### src/idct_pkg.sv
// Shared types and constants for the 8x8 inverse DCT block.
// Holds the cosine basis generator and the MAC pipeline tag.
// No dependencies.
package idct_pkg;

	localparam int ROW_BITS    = 18;
	localparam int SAMPLE_BITS = 16;
	localparam int BASIS_W     = 16;
	localparam int OFFSET_BITS = 8;

	// 0.5/sqrt2 at index 0, then 0.5*cos(m*pi/16) for m = 1..7, Q30
	localparam logic [7:0][31:0] HALF_COS_Q30 = {
		32'd104738319, 32'd205451603, 32'd298269498, 32'd379625062,
		32'd446391849, 32'd496004047, 32'd526555088, 32'd379625062
	};

	// basis entry B[n][k] sits at index n*8+k
	typedef logic [63:0][BASIS_W-1:0] basis_tab_t;

	// travels with each product through the MAC
	typedef struct packed {
		logic       vld;
		logic       first;
		logic       last;
		logic       col;
		logic [5:0] pos;
	} mac_tag_t;

	function automatic basis_tab_t basis_table(input int frac);
		basis_tab_t  t;
		int          n;
		int          k;
		int          m;
		logic        neg;
		longint      mag;
		longint      q;
		for (n = 0; n < 8; n++) begin
			for (k = 0; k < 8; k++) begin
				neg = 1'b0;
				if (k == 0) begin
					mag = longint'(HALF_COS_Q30[0]);
				end else begin
					m = ((2 * n + 1) * k) & 31;
					if (m > 16)
						m = 32 - m;
					if (m > 8) begin
						neg = 1'b1;
						m   = 16 - m;
					end
					mag = (m >= 8) ? 64'sd0 : longint'(HALF_COS_Q30[m[2:0]]);
				end
				q = (mag + (longint'(1) << (29 - frac))) >>> (30 - frac);
				t[n * 8 + k] = neg ? BASIS_W'(-q) : BASIS_W'(q);
			end
		end
		return t;
	endfunction

endpackage

### src/idct_ifs.sv
// Handshake channels of the 8x8 inverse DCT block: coefficients in,
// samples out, and the offset register write. No dependencies.
interface idct_coef_if #(parameter int COEF_BITS = 12);
	logic                        valid;
	logic                        ready;
	logic signed [COEF_BITS-1:0] coef;
	modport source (output valid, coef, input ready);
	modport sink (input valid, coef, output ready);
endinterface

interface idct_smp_if;
	logic               valid;
	logic               ready;
	logic signed [15:0] sample;
	logic [5:0]         position;
	logic               last_of_block;
	modport source (output valid, sample, position, last_of_block, input ready);
	modport sink (input valid, sample, position, last_of_block, output ready);
endinterface

interface idct_cfg_if;
	logic       valid;
	logic       ready;
	logic [7:0] output_offset;
	modport source (output valid, output_offset, input ready);
	modport sink (input valid, output_offset, output ready);
endinterface

### src/idct_mac.sv
// Shared multiply-accumulate for both passes, with rounding and saturation.
// Depends on idct_pkg.
module idct_mac #(
	parameter int CONST_FRAC_BITS = 13
) (
	input  logic                                   clk,
	input  logic                                   arst_n,
	input  logic                                   adv,
	input  idct_pkg::mac_tag_t                     tag_in,
	input  logic signed [idct_pkg::ROW_BITS-1:0]    op_a,
	input  logic signed [idct_pkg::BASIS_W-1:0]     op_b,
	input  logic [idct_pkg::OFFSET_BITS-1:0]        offset,
	output idct_pkg::mac_tag_t                     tag_out,
	output logic signed [idct_pkg::ROW_BITS-1:0]    row_res,
	output logic signed [idct_pkg::SAMPLE_BITS-1:0] smp_res
);
	import idct_pkg::*;

	localparam int PROD_W = ROW_BITS + BASIS_W;
	localparam int ACC_W  = PROD_W + 4;
	localparam int ROW_SH = CONST_FRAC_BITS - 3;
	localparam int COL_SH = CONST_FRAC_BITS + 3;
	localparam logic signed [ACC_W-1:0] HALF_ROW = ACC_W'(1) << (ROW_SH - 1);
	localparam logic signed [ACC_W-1:0] HALF_COL = ACC_W'(1) << (COL_SH - 1);
	localparam logic signed [ACC_W-1:0] ROW_MAX  = ACC_W'((1 << (ROW_BITS - 1)) - 1);
	localparam logic signed [ACC_W-1:0] ROW_MIN  = -ROW_MAX - ACC_W'(1);
	localparam logic signed [ACC_W-1:0] SMP_MAX  = ACC_W'((1 << (SAMPLE_BITS - 1)) - 1);
	localparam logic signed [ACC_W-1:0] SMP_MIN  = -SMP_MAX - ACC_W'(1);

	mac_tag_t                  tag_s2;
	mac_tag_t                  tag_s3;
	logic signed [PROD_W-1:0]  prod_s2;
	logic signed [ACC_W-1:0]   acc_q;
	logic signed [ACC_W-1:0]   base;
	logic signed [ACC_W-1:0]   off_ext;
	logic signed [ACC_W-1:0]   neg_adj;
	logic signed [ACC_W-1:0]   pre_r;
	logic signed [ACC_W-1:0]   pre_c;
	logic signed [ACC_W-1:0]   rnd_r;
	logic signed [ACC_W-1:0]   rnd_c;

	// column sums start from the offset at the sum's scale
	assign off_ext = $signed(ACC_W'(offset)) <<< COL_SH;

	always_comb begin
		if (tag_s2.first)
			base = tag_s2.col ? off_ext : '0;
		else
			base = acc_q;
	end

	always_ff @(posedge clk or negedge arst_n) begin
		if (!arst_n) begin
			tag_s2 <= '0;
			tag_s3 <= '0;
		end else if (adv) begin
			tag_s2 <= tag_in;
			// only the closing product of a sum marks a finished result
			tag_s3 <= '{vld: tag_s2.vld & tag_s2.last, first: tag_s2.first,
				last: tag_s2.last, col: tag_s2.col, pos: tag_s2.pos};
		end
	end

	always_ff @(posedge clk) begin
		if (adv) begin
			prod_s2 <= op_a * op_b;
			if (tag_s2.vld)
				acc_q <= base + ACC_W'(prod_s2);
		end
	end

	// half away from zero: add half, less one when negative, then floor
	assign neg_adj = $signed(ACC_W'(acc_q[ACC_W-1]));
	assign pre_r   = acc_q + HALF_ROW - neg_adj;
	assign pre_c   = acc_q + HALF_COL - neg_adj;
	assign rnd_r   = pre_r >>> ROW_SH;
	assign rnd_c   = pre_c >>> COL_SH;

	always_comb begin
		if (rnd_r > ROW_MAX)
			row_res = ROW_BITS'(ROW_MAX);
		else if (rnd_r < ROW_MIN)
			row_res = ROW_BITS'(ROW_MIN);
		else
			row_res = ROW_BITS'(rnd_r);
	end

	always_comb begin
		if (rnd_c > SMP_MAX)
			smp_res = SAMPLE_BITS'(SMP_MAX);
		else if (rnd_c < SMP_MIN)
			smp_res = SAMPLE_BITS'(SMP_MIN);
		else
			smp_res = SAMPLE_BITS'(rnd_c);
	end

	assign tag_out = tag_s3;

endmodule

### src/idct_8x8_block_unit.sv
// 8x8 inverse DCT: 64 items in, 64 samples out per block. A block is loaded,
// then both passes run on the single shared MAC, eight products per result;
// input is refused while the transform runs.
// Reset (arst_n low) clears the control state and the offset; the stores
// are not cleared and need no clearing pass.
module idct_8x8_block_unit #(
	parameter int COEF_BITS       = 12,
	parameter int CONST_FRAC_BITS = 13
) (
	input  logic        clk,
	input  logic        arst_n,
	idct_coef_if.sink   coefs,
	idct_smp_if.source  samples,
	idct_cfg_if.sink    cfg
);
	import idct_pkg::*;

	localparam basis_tab_t BASIS = basis_table(CONST_FRAC_BITS);

	// ST_LOAD takes coefficients, ST_RUN sweeps both passes through the MAC
	typedef enum logic [1:0] {
		ST_LOAD = 2'b01,
		ST_RUN  = 2'b10
	} state_t;

	state_t                        state_q;
	logic [5:0]                    ld_cnt_q;
	// sweep counter: {column pass, i, j, k}
	logic [9:0]                    cnt_q;
	logic                          cnt_col;
	logic [2:0]                    cnt_i;
	logic [2:0]                    cnt_j;
	logic [2:0]                    cnt_k;
	logic [OFFSET_BITS-1:0]        offset_q;
	logic                          adv;
	logic                          in_acc;

	// the two stores, one write and one registered read port each
	logic signed [COEF_BITS-1:0]   coef_mem [64];
	logic signed [ROW_BITS-1:0]    row_mem  [64];
	logic signed [COEF_BITS-1:0]   coef_rd_q;
	logic signed [ROW_BITS-1:0]    row_rd_q;
	logic signed [BASIS_W-1:0]     basis_s1;
	logic [5:0]                    bidx;
	mac_tag_t                      tag_s0;
	mac_tag_t                      tag_s1;
	mac_tag_t                      tag_done;
	logic signed [ROW_BITS-1:0]    op_a;
	logic signed [ROW_BITS-1:0]    row_res;
	logic signed [SAMPLE_BITS-1:0] smp_res;

	logic                          out_vld_q;
	logic signed [SAMPLE_BITS-1:0] out_smp_q;
	logic [5:0]                    out_pos_q;
	logic                          out_last_q;

	assign {cnt_col, cnt_i, cnt_j, cnt_k} = cnt_q;

	// Whole MAC pipeline freezes while a sample waits in the output register.
	assign adv = !(out_vld_q && !samples.ready);

	assign coefs.ready = (state_q == ST_LOAD);
	assign in_acc      = coefs.valid && coefs.ready;
	assign cfg.ready   = 1'b1;

	always_ff @(posedge clk or negedge arst_n) begin
		if (!arst_n)
			offset_q <= '0;
		else if (cfg.valid)
			offset_q <= cfg.output_offset;
	end

	always_ff @(posedge clk or negedge arst_n) begin
		if (!arst_n) begin
			state_q  <= ST_LOAD;
			ld_cnt_q <= '0;
			cnt_q    <= '0;
		end else begin
			case (state_q)
				ST_LOAD: begin
					if (in_acc) begin
						ld_cnt_q <= ld_cnt_q + 6'd1;
						if (ld_cnt_q == 6'd63) begin
							state_q <= ST_RUN;
							cnt_q   <= '0;
						end
					end
				end
				ST_RUN: begin
					if (adv) begin
						cnt_q <= cnt_q + 10'd1;
						if (cnt_q == '1)
							state_q <= ST_LOAD;
					end
				end
				default: begin
					state_q <= ST_LOAD;
				end
			endcase
		end
	end

	// Issue: row pass reads coef (i,k) with B[j][k]; column pass reads the
	// row result (k,j) with B[i][k]. A row result passes the read, product
	// and accumulator registers and is written before the column pass first
	// needs it, so no interlock is required on row_mem.
	always_comb begin
		tag_s0.vld   = (state_q == ST_RUN);
		tag_s0.first = (cnt_k == 3'd0);
		tag_s0.last  = (cnt_k == 3'd7);
		tag_s0.col   = cnt_col;
		tag_s0.pos   = {cnt_i, cnt_j};
		bidx         = cnt_col ? {cnt_i, cnt_k} : {cnt_j, cnt_k};
	end

	always_ff @(posedge clk) begin
		if (in_acc)
			coef_mem[ld_cnt_q] <= coefs.coef;
		if (adv) begin
			coef_rd_q <= coef_mem[{cnt_i, cnt_k}];
			row_rd_q  <= row_mem[{cnt_k, cnt_j}];
			basis_s1  <= BASIS[bidx];
		end
		if (adv && tag_done.vld && !tag_done.col)
			row_mem[tag_done.pos] <= row_res;
	end

	always_ff @(posedge clk or negedge arst_n) begin
		if (!arst_n)
			tag_s1 <= '0;
		else if (adv)
			tag_s1 <= tag_s0;
	end

	assign op_a = tag_s1.col ? row_rd_q : ROW_BITS'(coef_rd_q);

	idct_mac #(
		.CONST_FRAC_BITS (CONST_FRAC_BITS)
	) u_mac (
		.clk     (clk),
		.arst_n  (arst_n),
		.adv     (adv),
		.tag_in  (tag_s1),
		.op_a    (op_a),
		.op_b    (basis_s1),
		.offset  (offset_q),
		.tag_out (tag_done),
		.row_res (row_res),
		.smp_res (smp_res)
	);

	// output register: parts the MAC from the sample consumer
	always_ff @(posedge clk or negedge arst_n) begin
		if (!arst_n)
			out_vld_q <= 1'b0;
		else if (adv && tag_done.vld && tag_done.col)
			out_vld_q <= 1'b1;
		else if (samples.ready)
			out_vld_q <= 1'b0;
	end

	always_ff @(posedge clk) begin
		if (adv && tag_done.vld && tag_done.col) begin
			out_smp_q  <= smp_res;
			out_pos_q  <= tag_done.pos;
			out_last_q <= (tag_done.pos == 6'd63);
		end
	end

	assign samples.valid         = out_vld_q;
	assign samples.sample        = out_smp_q;
	assign samples.position      = out_pos_q;
	assign samples.last_of_block = out_last_q;

	// a finished column result always lands in the output register
	a_col_to_out: assert property (@(posedge clk) disable iff (!arst_n)
		adv && tag_done.vld && tag_done.col |=> out_vld_q)
		else $error("column result lost");

	// the 64th coefficient starts the sweep from its beginning
	a_load_start: assert property (@(posedge clk) disable iff (!arst_n)
		in_acc && (ld_cnt_q == 6'd63) |=> (state_q == ST_RUN) && (cnt_q == '0))
		else $error("sweep did not start cleanly");

	// a stalled finished result is held, not dropped
	a_stall_hold: assert property (@(posedge clk) disable iff (!arst_n)
		!adv && tag_done.vld |=> tag_done.vld && $stable(tag_done.pos))
		else $error("MAC result dropped during stall");

endmodule
### src/flat_wrapper.sv
// flat-port wrapper written by rule: the top's interface ports become plain ports
module idct_8x8_block_unit_flat import idct_pkg::*;
#(
	parameter int COEF_BITS       = 12,
	parameter int CONST_FRAC_BITS = 13
)
  (clk, arst_n, coefs_valid, coefs_coef, coefs_ready, samples_valid, samples_sample, samples_position, samples_last_of_block, samples_ready, cfg_valid, cfg_output_offset, cfg_ready);
  idct_coef_if #(.COEF_BITS(COEF_BITS)) coefs_i ();
  idct_smp_if samples_i ();
  idct_cfg_if cfg_i ();
  input  logic clk;
  input  logic arst_n;
  input wire logic [$bits(coefs_i.valid)-1:0] coefs_valid;
  input wire logic [$bits(coefs_i.coef)-1:0] coefs_coef;
  output wire logic [$bits(coefs_i.ready)-1:0] coefs_ready;
  output wire logic [$bits(samples_i.valid)-1:0] samples_valid;
  output wire logic [$bits(samples_i.sample)-1:0] samples_sample;
  output wire logic [$bits(samples_i.position)-1:0] samples_position;
  output wire logic [$bits(samples_i.last_of_block)-1:0] samples_last_of_block;
  input wire logic [$bits(samples_i.ready)-1:0] samples_ready;
  input wire logic [$bits(cfg_i.valid)-1:0] cfg_valid;
  input wire logic [$bits(cfg_i.output_offset)-1:0] cfg_output_offset;
  output wire logic [$bits(cfg_i.ready)-1:0] cfg_ready;
  assign coefs_i.valid = coefs_valid;
  assign coefs_i.coef = coefs_coef;
  assign coefs_ready = coefs_i.ready;
  assign samples_valid = samples_i.valid;
  assign samples_sample = samples_i.sample;
  assign samples_position = samples_i.position;
  assign samples_last_of_block = samples_i.last_of_block;
  assign samples_i.ready = samples_ready;
  assign cfg_i.valid = cfg_valid;
  assign cfg_i.output_offset = cfg_output_offset;
  assign cfg_ready = cfg_i.ready;
  idct_8x8_block_unit #(.COEF_BITS(COEF_BITS), .CONST_FRAC_BITS(CONST_FRAC_BITS)) u_core (.clk(clk), .arst_n(arst_n), .coefs(coefs_i), .samples(samples_i), .cfg(cfg_i));
endmodule
### config.mk
export PLATFORM = sky130hd
export DESIGN_NAME = idct_8x8_block_unit_flat
export DESIGN_NICKNAME = d
export VERILOG_FILES = /design/src/idct_pkg.sv /design/src/idct_ifs.sv /design/src/idct_mac.sv /design/src/idct_8x8_block_unit.sv /design/src/flat_wrapper.sv
export SDC_FILE = /design/constraint.sdc
export NUM_CORES = 2
export LEC_CHECK = 0
export ABC_CLOCK_PERIOD_IN_PS = 19310
export BUFFER_PORTS_ARGS = -buffer_cell sky130_fd_sc_hd__buf_2
export CAP_MARGIN = 25
export CORE_ASPECT_RATIO = 2
export CORE_MARGIN = 1.5
export CORE_UTILIZATION = 51
export DETAILED_ROUTE_END_ITERATION = 10
export GPL_ROUTABILITY_DRIVEN = 0
export GPL_TIMING_DRIVEN = 1
export HOLD_SLACK_MARGIN = 0.05
export MAX_ROUTING_LAYER = met4
export PLACE_DENSITY = 0.68
export SLEW_MARGIN = 20
export SYNTH_ARGS = -nofsm -noshare
export SYNTH_HDL_FRONTEND = slang
export SYNTH_SLANG_ARGS = --single-unit
### constraint.sdc
create_clock -name clk -period 19.31 [get_ports clk]
set_clock_uncertainty 0.05 [all_clocks]
set_input_delay 1.931 -clock clk [delete_from_list [all_inputs] [get_ports clk]]
set_output_delay 1.931 -clock clk [all_outputs]
set_load 0.02 [all_outputs]
Word-level counts from Yosys, hierarchy flattened
Memory sizes are Yosys's and may differ from the RTL's. A register that Yosys moved wholly into a read port is not among the register bits.
Index checks and enable logic that the tools add are counted.
W data, S select, Z words.
- logic and storage cells: 90
- bits in writable memories: 1920
- bits in read-only memories: 1024
- output and inout bits: 26
- input port bits: 25
- memories: 3
- flip-flop bits (word level): 150
- latch bits: 0
- memory list (memory ; words ; bits a word ; read ports ; clocked after memory_dff ; wr ports ; RTL line ; text):
    u_core.row_mem ; 64 ; 18 ; 1 ; 1 ; 1 ; idct_8x8_block_unit.sv:40 ; logic signed [ROW_BITS-1:0] row_mem [64];
    (no name shown) ; 64 ; 16 ; 1 ; 1 ; 0 ; idct_8x8_block_unit.sv:122 ; basis_s1 <= BASIS[bidx];
    u_core.coef_mem ; 64 ; 12 ; 1 ; 1 ; 1 ; idct_8x8_block_unit.sv:39 ; logic signed [COEF_BITS-1:0] coef_mem [64];
- order comparisons: 4
- bitwise logic cells: 2
- shifts and indexed selects: 0
- add/subtract/negate cells: 7
- mux-type cells: 22
- $mul: 1
- reduce and logical (&&, ||, !) cells: 18
- divide/modulo/power cells: 0
- equality and inequality tests: 10
- operators with widths (kind ; number):
    $sub A38 B2 Y38 ; 2
    $mux W18 ; 3
    $add A38 B11 Y38 const B ; 1
    $add A38 B17 Y38 const B ; 1
    $add A38 B34 Y38 ; 1
    $mux W38 ; 1
    $mul A18 B16 Y34 ; 1
    $mux W10 ; 3
    $gt A28 B18 Y1 const B ; 1
    $lt A28 B18 Y1 const B ; 1
    $mux W24 ; 1
    $gt A22 B16 Y1 const B ; 1
    $lt A22 B16 Y1 const B ; 1
    $pmux W10 S2 ; 1
    $mux W16 ; 1
    $eq A6 B6 Y1 const B ; 2
    $add A10 B1 Y10 const B ; 1
    $eq A10 B10 Y1 const B ; 1
    $mux W2 ; 4
    $ne A2 B2 Y1 const B ; 4
    $reduce_and A4 Y1 ; 2
    $add A6 B1 Y6 const B ; 1
    $logic_not A1 Y1 ; 6
    $mux W1 ; 6
    other kinds (11) ; 17

Longest topological paths before layout
- depth in word-level cells: 7
- gate-level depth with buffers: 28
- gate-level depth less buffers: 25

Modules after synthesis
Synthesis repeated with hierarchy kept, for this count alone.
- cell total of the unflattened synthesis: 6133
- area, all modules: 98425.6 um^2
- modules (own cells, without submodules) (module ; sequential area each (um^2) ; cells each ; instances ; area each (um^2)):
    idct_8x8_block_unit ; 60564.3 ; 3915 ; 1 ; 78826.9
    idct_mac ; 2662.6 ; 2218 ; 1 ; 19598.8

Worst setup path after synthesis
Ideal clock, no wire load.
- kind: flip-flop to flip-flop
- from: register u_core.tag_s1[6] (netlist name)
- to: register u_core.u_mac.prod_s2[31], data pin
- stages on the path, launching flop included: 26
- data required time: 19.002 ns
- clock period less this slack: 6.979 ns
- path buffers: 2
- setup slack: 12.331 ns
- setup time: 0.258 ns
- arrival time: 6.671 ns
- cell sequence: dfrtp_1 > clkbuf_1 > mux2_2 > clkbuf_1 > and2_1 > fa_1 > inv_1 > fa_1 > fa_1 > inv_1 > fa_1 > fa_1 > inv_1 > fa_1 > inv_1 > ha_1 > and2_1 > a221o_1 > a32oi_1 > o21a_1 > o21ai_1 > a2111o_1 > a31oi_1 > o21ai_1 > a21oi_1 > xnor2_1
- longest elaborated chain between the ends: 2
- RTL lines (element ; RTL line ; text):
    start: declaration ; idct_8x8_block_unit.sv:46 ; mac_tag_t tag_s1;
    start signal: assignment ; idct_8x8_block_unit.sv:132 ; tag_s1 <= tag_s0;
    $mux W18 ; idct_8x8_block_unit.sv:135 ; assign op_a = tag_s1.col ? row_rd_q : ROW_BITS'(coef_rd_q);
    $mul A18 B16 Y34 ; idct_mac.sv:66 ; prod_s2 <= op_a * op_b;
    end signal: assignment ; idct_mac.sv:66 ;
    end: declaration ; idct_mac.sv:32 ; logic signed [PROD_W-1:0] prod_s2;
Every way passes these cells.
A chain may end at the register's enable or synchronous reset.

Worst setup path in the final report
Ends and elaborated chain as after synthesis.

==> results.ini <==
[cells_and_area]
fin_nets = 6276
seqCellArea_mm2 = 0.06320
multi_input_area_mm2 = 0.03212
fin_util_pct = 56.70
drive_gt1_share_pct = 21.12
final_common_cell = edfxtp_1
final_cell_mix = 2058 x edfxtp_1, 594 x mux4_2, 407 x inv_1
fillCellCount = 14210
area_growth_pct = 10.31

[floorplanning]
initial_utilization_pct = 51.40
core_area_mm2 = 0.1897
die_width_um = 312.2
fp.dieH_um = 621.4
dieArea_mm2 = 0.1940
pin_count = 51
placementRows = 226

[routing]
wl_um = 242700
route.antenna.remaining_nets = 0
post_drt_via_cell_ratio = 6.068
wl_per_cell_um = 28.73
num_vias = 51260
drt_pass1_iterations = 7
route.detailed.drc = 0
drt_iter0_markers = 4630

[sta]
slew_violations = 0
fin_setup_tns_ns = 0
fin_crit_sh_pct = 40.77
hold_violations = 0
final-setup-viol-count = 0
holdWs_ns = 0.4192
post-route-min-period_ns = 7.872
worst_pin_slew_ns = 1.040
slew_headroom_pct = 30.13
rsz0062_at_grt = false
fmax_ghz = 0.1270

[cts]
cts_tree = done
htree_levels = 4
hold_buffers = 0
clock-sinks = 2113
cts_made_buffers = 181
cts-resized-gates = 0
clkTransAtPathRegs_ns = 0.07
clock_latency_ns = 0.85
cts_root_buf = clkbuf_16
post_cts_buffers = 0
cts_buffer_depth = 4

[synthesis]
synthCells = 5673
ys.flop_type = edfxtp_1
yosysSeqAreaShare_pct = 64.78
syn_nets = 6162
async_flop_share_pct = 2.603
synth.distinct_cells = 95
syn_area_per_cell_um2 = 17.19
ys_seq_elements = 2113
syn_area_mm2 = 0.09752
synth_edf_count = 2058
ys_warn_count = 0

[critical_path]
ff2ff_setup_slack_ns = 11.44
worst_path_most_repeated_cell = fa_1
end_kind = flip-flop
rr_endpoint = u_core.u_mac.prod_s2[31]$_DFFE_PN_
rr_worst_depth = 25
arrival_ns = 8.36
slowest_delay_ns = 0.54
worst_r2r_startpoint = u_core.tag_s1[6]$_DFFE_PN0N_
cp-start-kind = flip-flop
crit_path_max_fanout = 30
crit_required_ns = 19.80
worstSetupPathType = reg -> reg
crit_slowest_cell = fa_1

[flow_run]
maxCapViolCount = 0

[grt]
grt_max_degree = 119
grt_pass1_wl_um = 354800
track_usage_pct = 25.82
overflow = 0
antenna_found_initial = 8
grt_pass1_vias = 53850

[hold_path]
min_from = u_core.u_mac.tag_s2[0]$_DFFE_PN0N_
hold_end = u_core.u_mac.tag_s2[0]$_DFFE_PN0N_
min_path_cells = 2
min_path_type = reg -> reg

[run_status]
status = finished clean

[placed_design]
io_buffer_count = 49
post-dp-hpwl_um = 162000

## worst max-delay path, delay by kind of cell, from the launching register on
| kind | cells | cell delay [ns] |
|---|---|---|
| xor gates and xnor gates | 1 | 0.10 |
| adders and majority gates | 7 | 3.42 |
| and+or+nand+nor | 3 | 0.99 |
| AOI/OAI and AO/OA | 9 | 2.19 |
| DFF | 1 | 0.32 |
| buffers and inverters | 5 | 0.54 |
## cells by family (layout without fill, tap and decap cells)
family / Yosys count / after routing / share of synthesized area [%]
fa+ha+maj: 464 / 464 / 8.139
flops: 2113 / 2113 / 64.78
compound gates: 562 / 562 / 3.749
mux: 665 / 665 / 14.47
other cells: 1 / 9 / 0.003845
simple gates: 1042 / 1042 / 4.946
buf+inv: 697 / 956 / 2.723
xor+xnor: 129 / 129 / 1.182
## layer usage
| layer | track usage (%) | part of all wire (%) | up-vias |
|---|---|---|---|
| li1 | - | - | 21940 |
| met1 | 27.08 | 33 | 27000 |
| met2 | 46.86 | 56 | 1739 |
| met3 | 2.586 | 4.3 | 587 |
| met4 | 14.90 | 6.5 | 0 |
| met5 | - | 0 | - |
## per-stage QoR
step	setup slack (ns)	instances	cell area (um2)
after floorplan	12.33	5673	97520
after global placement	11.77	8093	101400
after detailed placement	11.52	8110	101600
after CTS	11.49	8438	107500
after global routing	11.09	8447	107600
final	11.44	8448	107600
## flip-flops by register name, indices dropped and copies added (netlist names)
register                      count
u_core.u_mac.prod_s2             34
u_core.coef_mem                 768
u_core.row_rd_q                  18
u_core.samples.position           6
u_core.coef_rd_q                 12
u_core.ld_cnt_q                   6
u_core.samples.sample            16
u_core.samples.valid              1
u_core.tag_s1                    10
u_core.basis_s1                  13
u_core.u_mac.tag_s2              10
u_core.u_mac.tag_out              8
u_core.u_mac.acc_q               38
u_core.cnt_q                     10
u_core.row_mem                 1152
u_core.samples.last_of_block      1
u_core.state_q                    2
u_core.offset_q                   8
## cells in the mapped netlist (27+ instances only)
cell / n / area [um2]
mux4_2: 594 / 13380
edfxtp_1: 2058 / 61800
nand2b_1: 28 / 175.2
a21o_1: 49 / 367.9
inv_1: 410 / 1539
dfrtp_1: 54 / 1351
nor2b_1: 37 / 231.5
ha_1: 180 / 2252
xor2_1: 36 / 315.3
clkbuf_1: 199 / 747.0
a21oi_1: 168 / 840.8
and2_1: 112 / 700.7
buf_1: 67 / 251.5
nor3_1: 38 / 190.2
a211oi_1: 27 / 202.7
nor2_1: 282 / 1059
nand2_1: 387 / 1453
xnor2_1: 90 / 788.3
fa_1: 284 / 5685
nand3_1: 55 / 275.3
mux2i_1: 49 / 490.5
o21ai_0: 117 / 585.6
## worst max-delay path by stage
stage	slack, ns	end	start	depth (start not counted)
finish	11.44	u_core.u_mac.prod_s2[31]$_DFFE_PN_	u_core.tag_s1[6]$_DFFE_PN0N_	25
global route	11.09	u_core.u_mac.prod_s2[31]$_DFFE_PN_	u_core.tag_s1[6]$_DFFE_PN0N_	25
CTS	11.49	u_core.u_mac.prod_s2[31]$_DFFE_PN_	u_core.tag_s1[6]$_DFFE_PN0N_	25
detailed placement	11.52	u_core.u_mac.prod_s2[31]$_DFFE_PN_	u_core.tag_s1[6]$_DFFE_PN0N_	25
global placement	11.77	u_core.u_mac.prod_s2[31]$_DFFE_PN_	u_core.tag_s1[6]$_DFFE_PN0N_	25
floorplan	12.33	u_core.u_mac.prod_s2[31]$_DFFE_PN_	u_core.tag_s1[6]$_DFFE_PN0N_	25
## layout make-up
class | instances | share of cell area, %
repair buffers | 216 | 1.463
multi-input cells | 2863 | 29.86
well taps | 2508 | 2.917
diodes | 8 | 0.01861
inverters | 412 | 1.445
clock buffers | 208 | 4.373
clock inverters | 120 | 1.178
flip-flops and latches | 2113 | 58.75
Power is left out: the tool's default activity adds up to more than one toggle a clock period on the data nets, which glitch-free logic cannot reach.
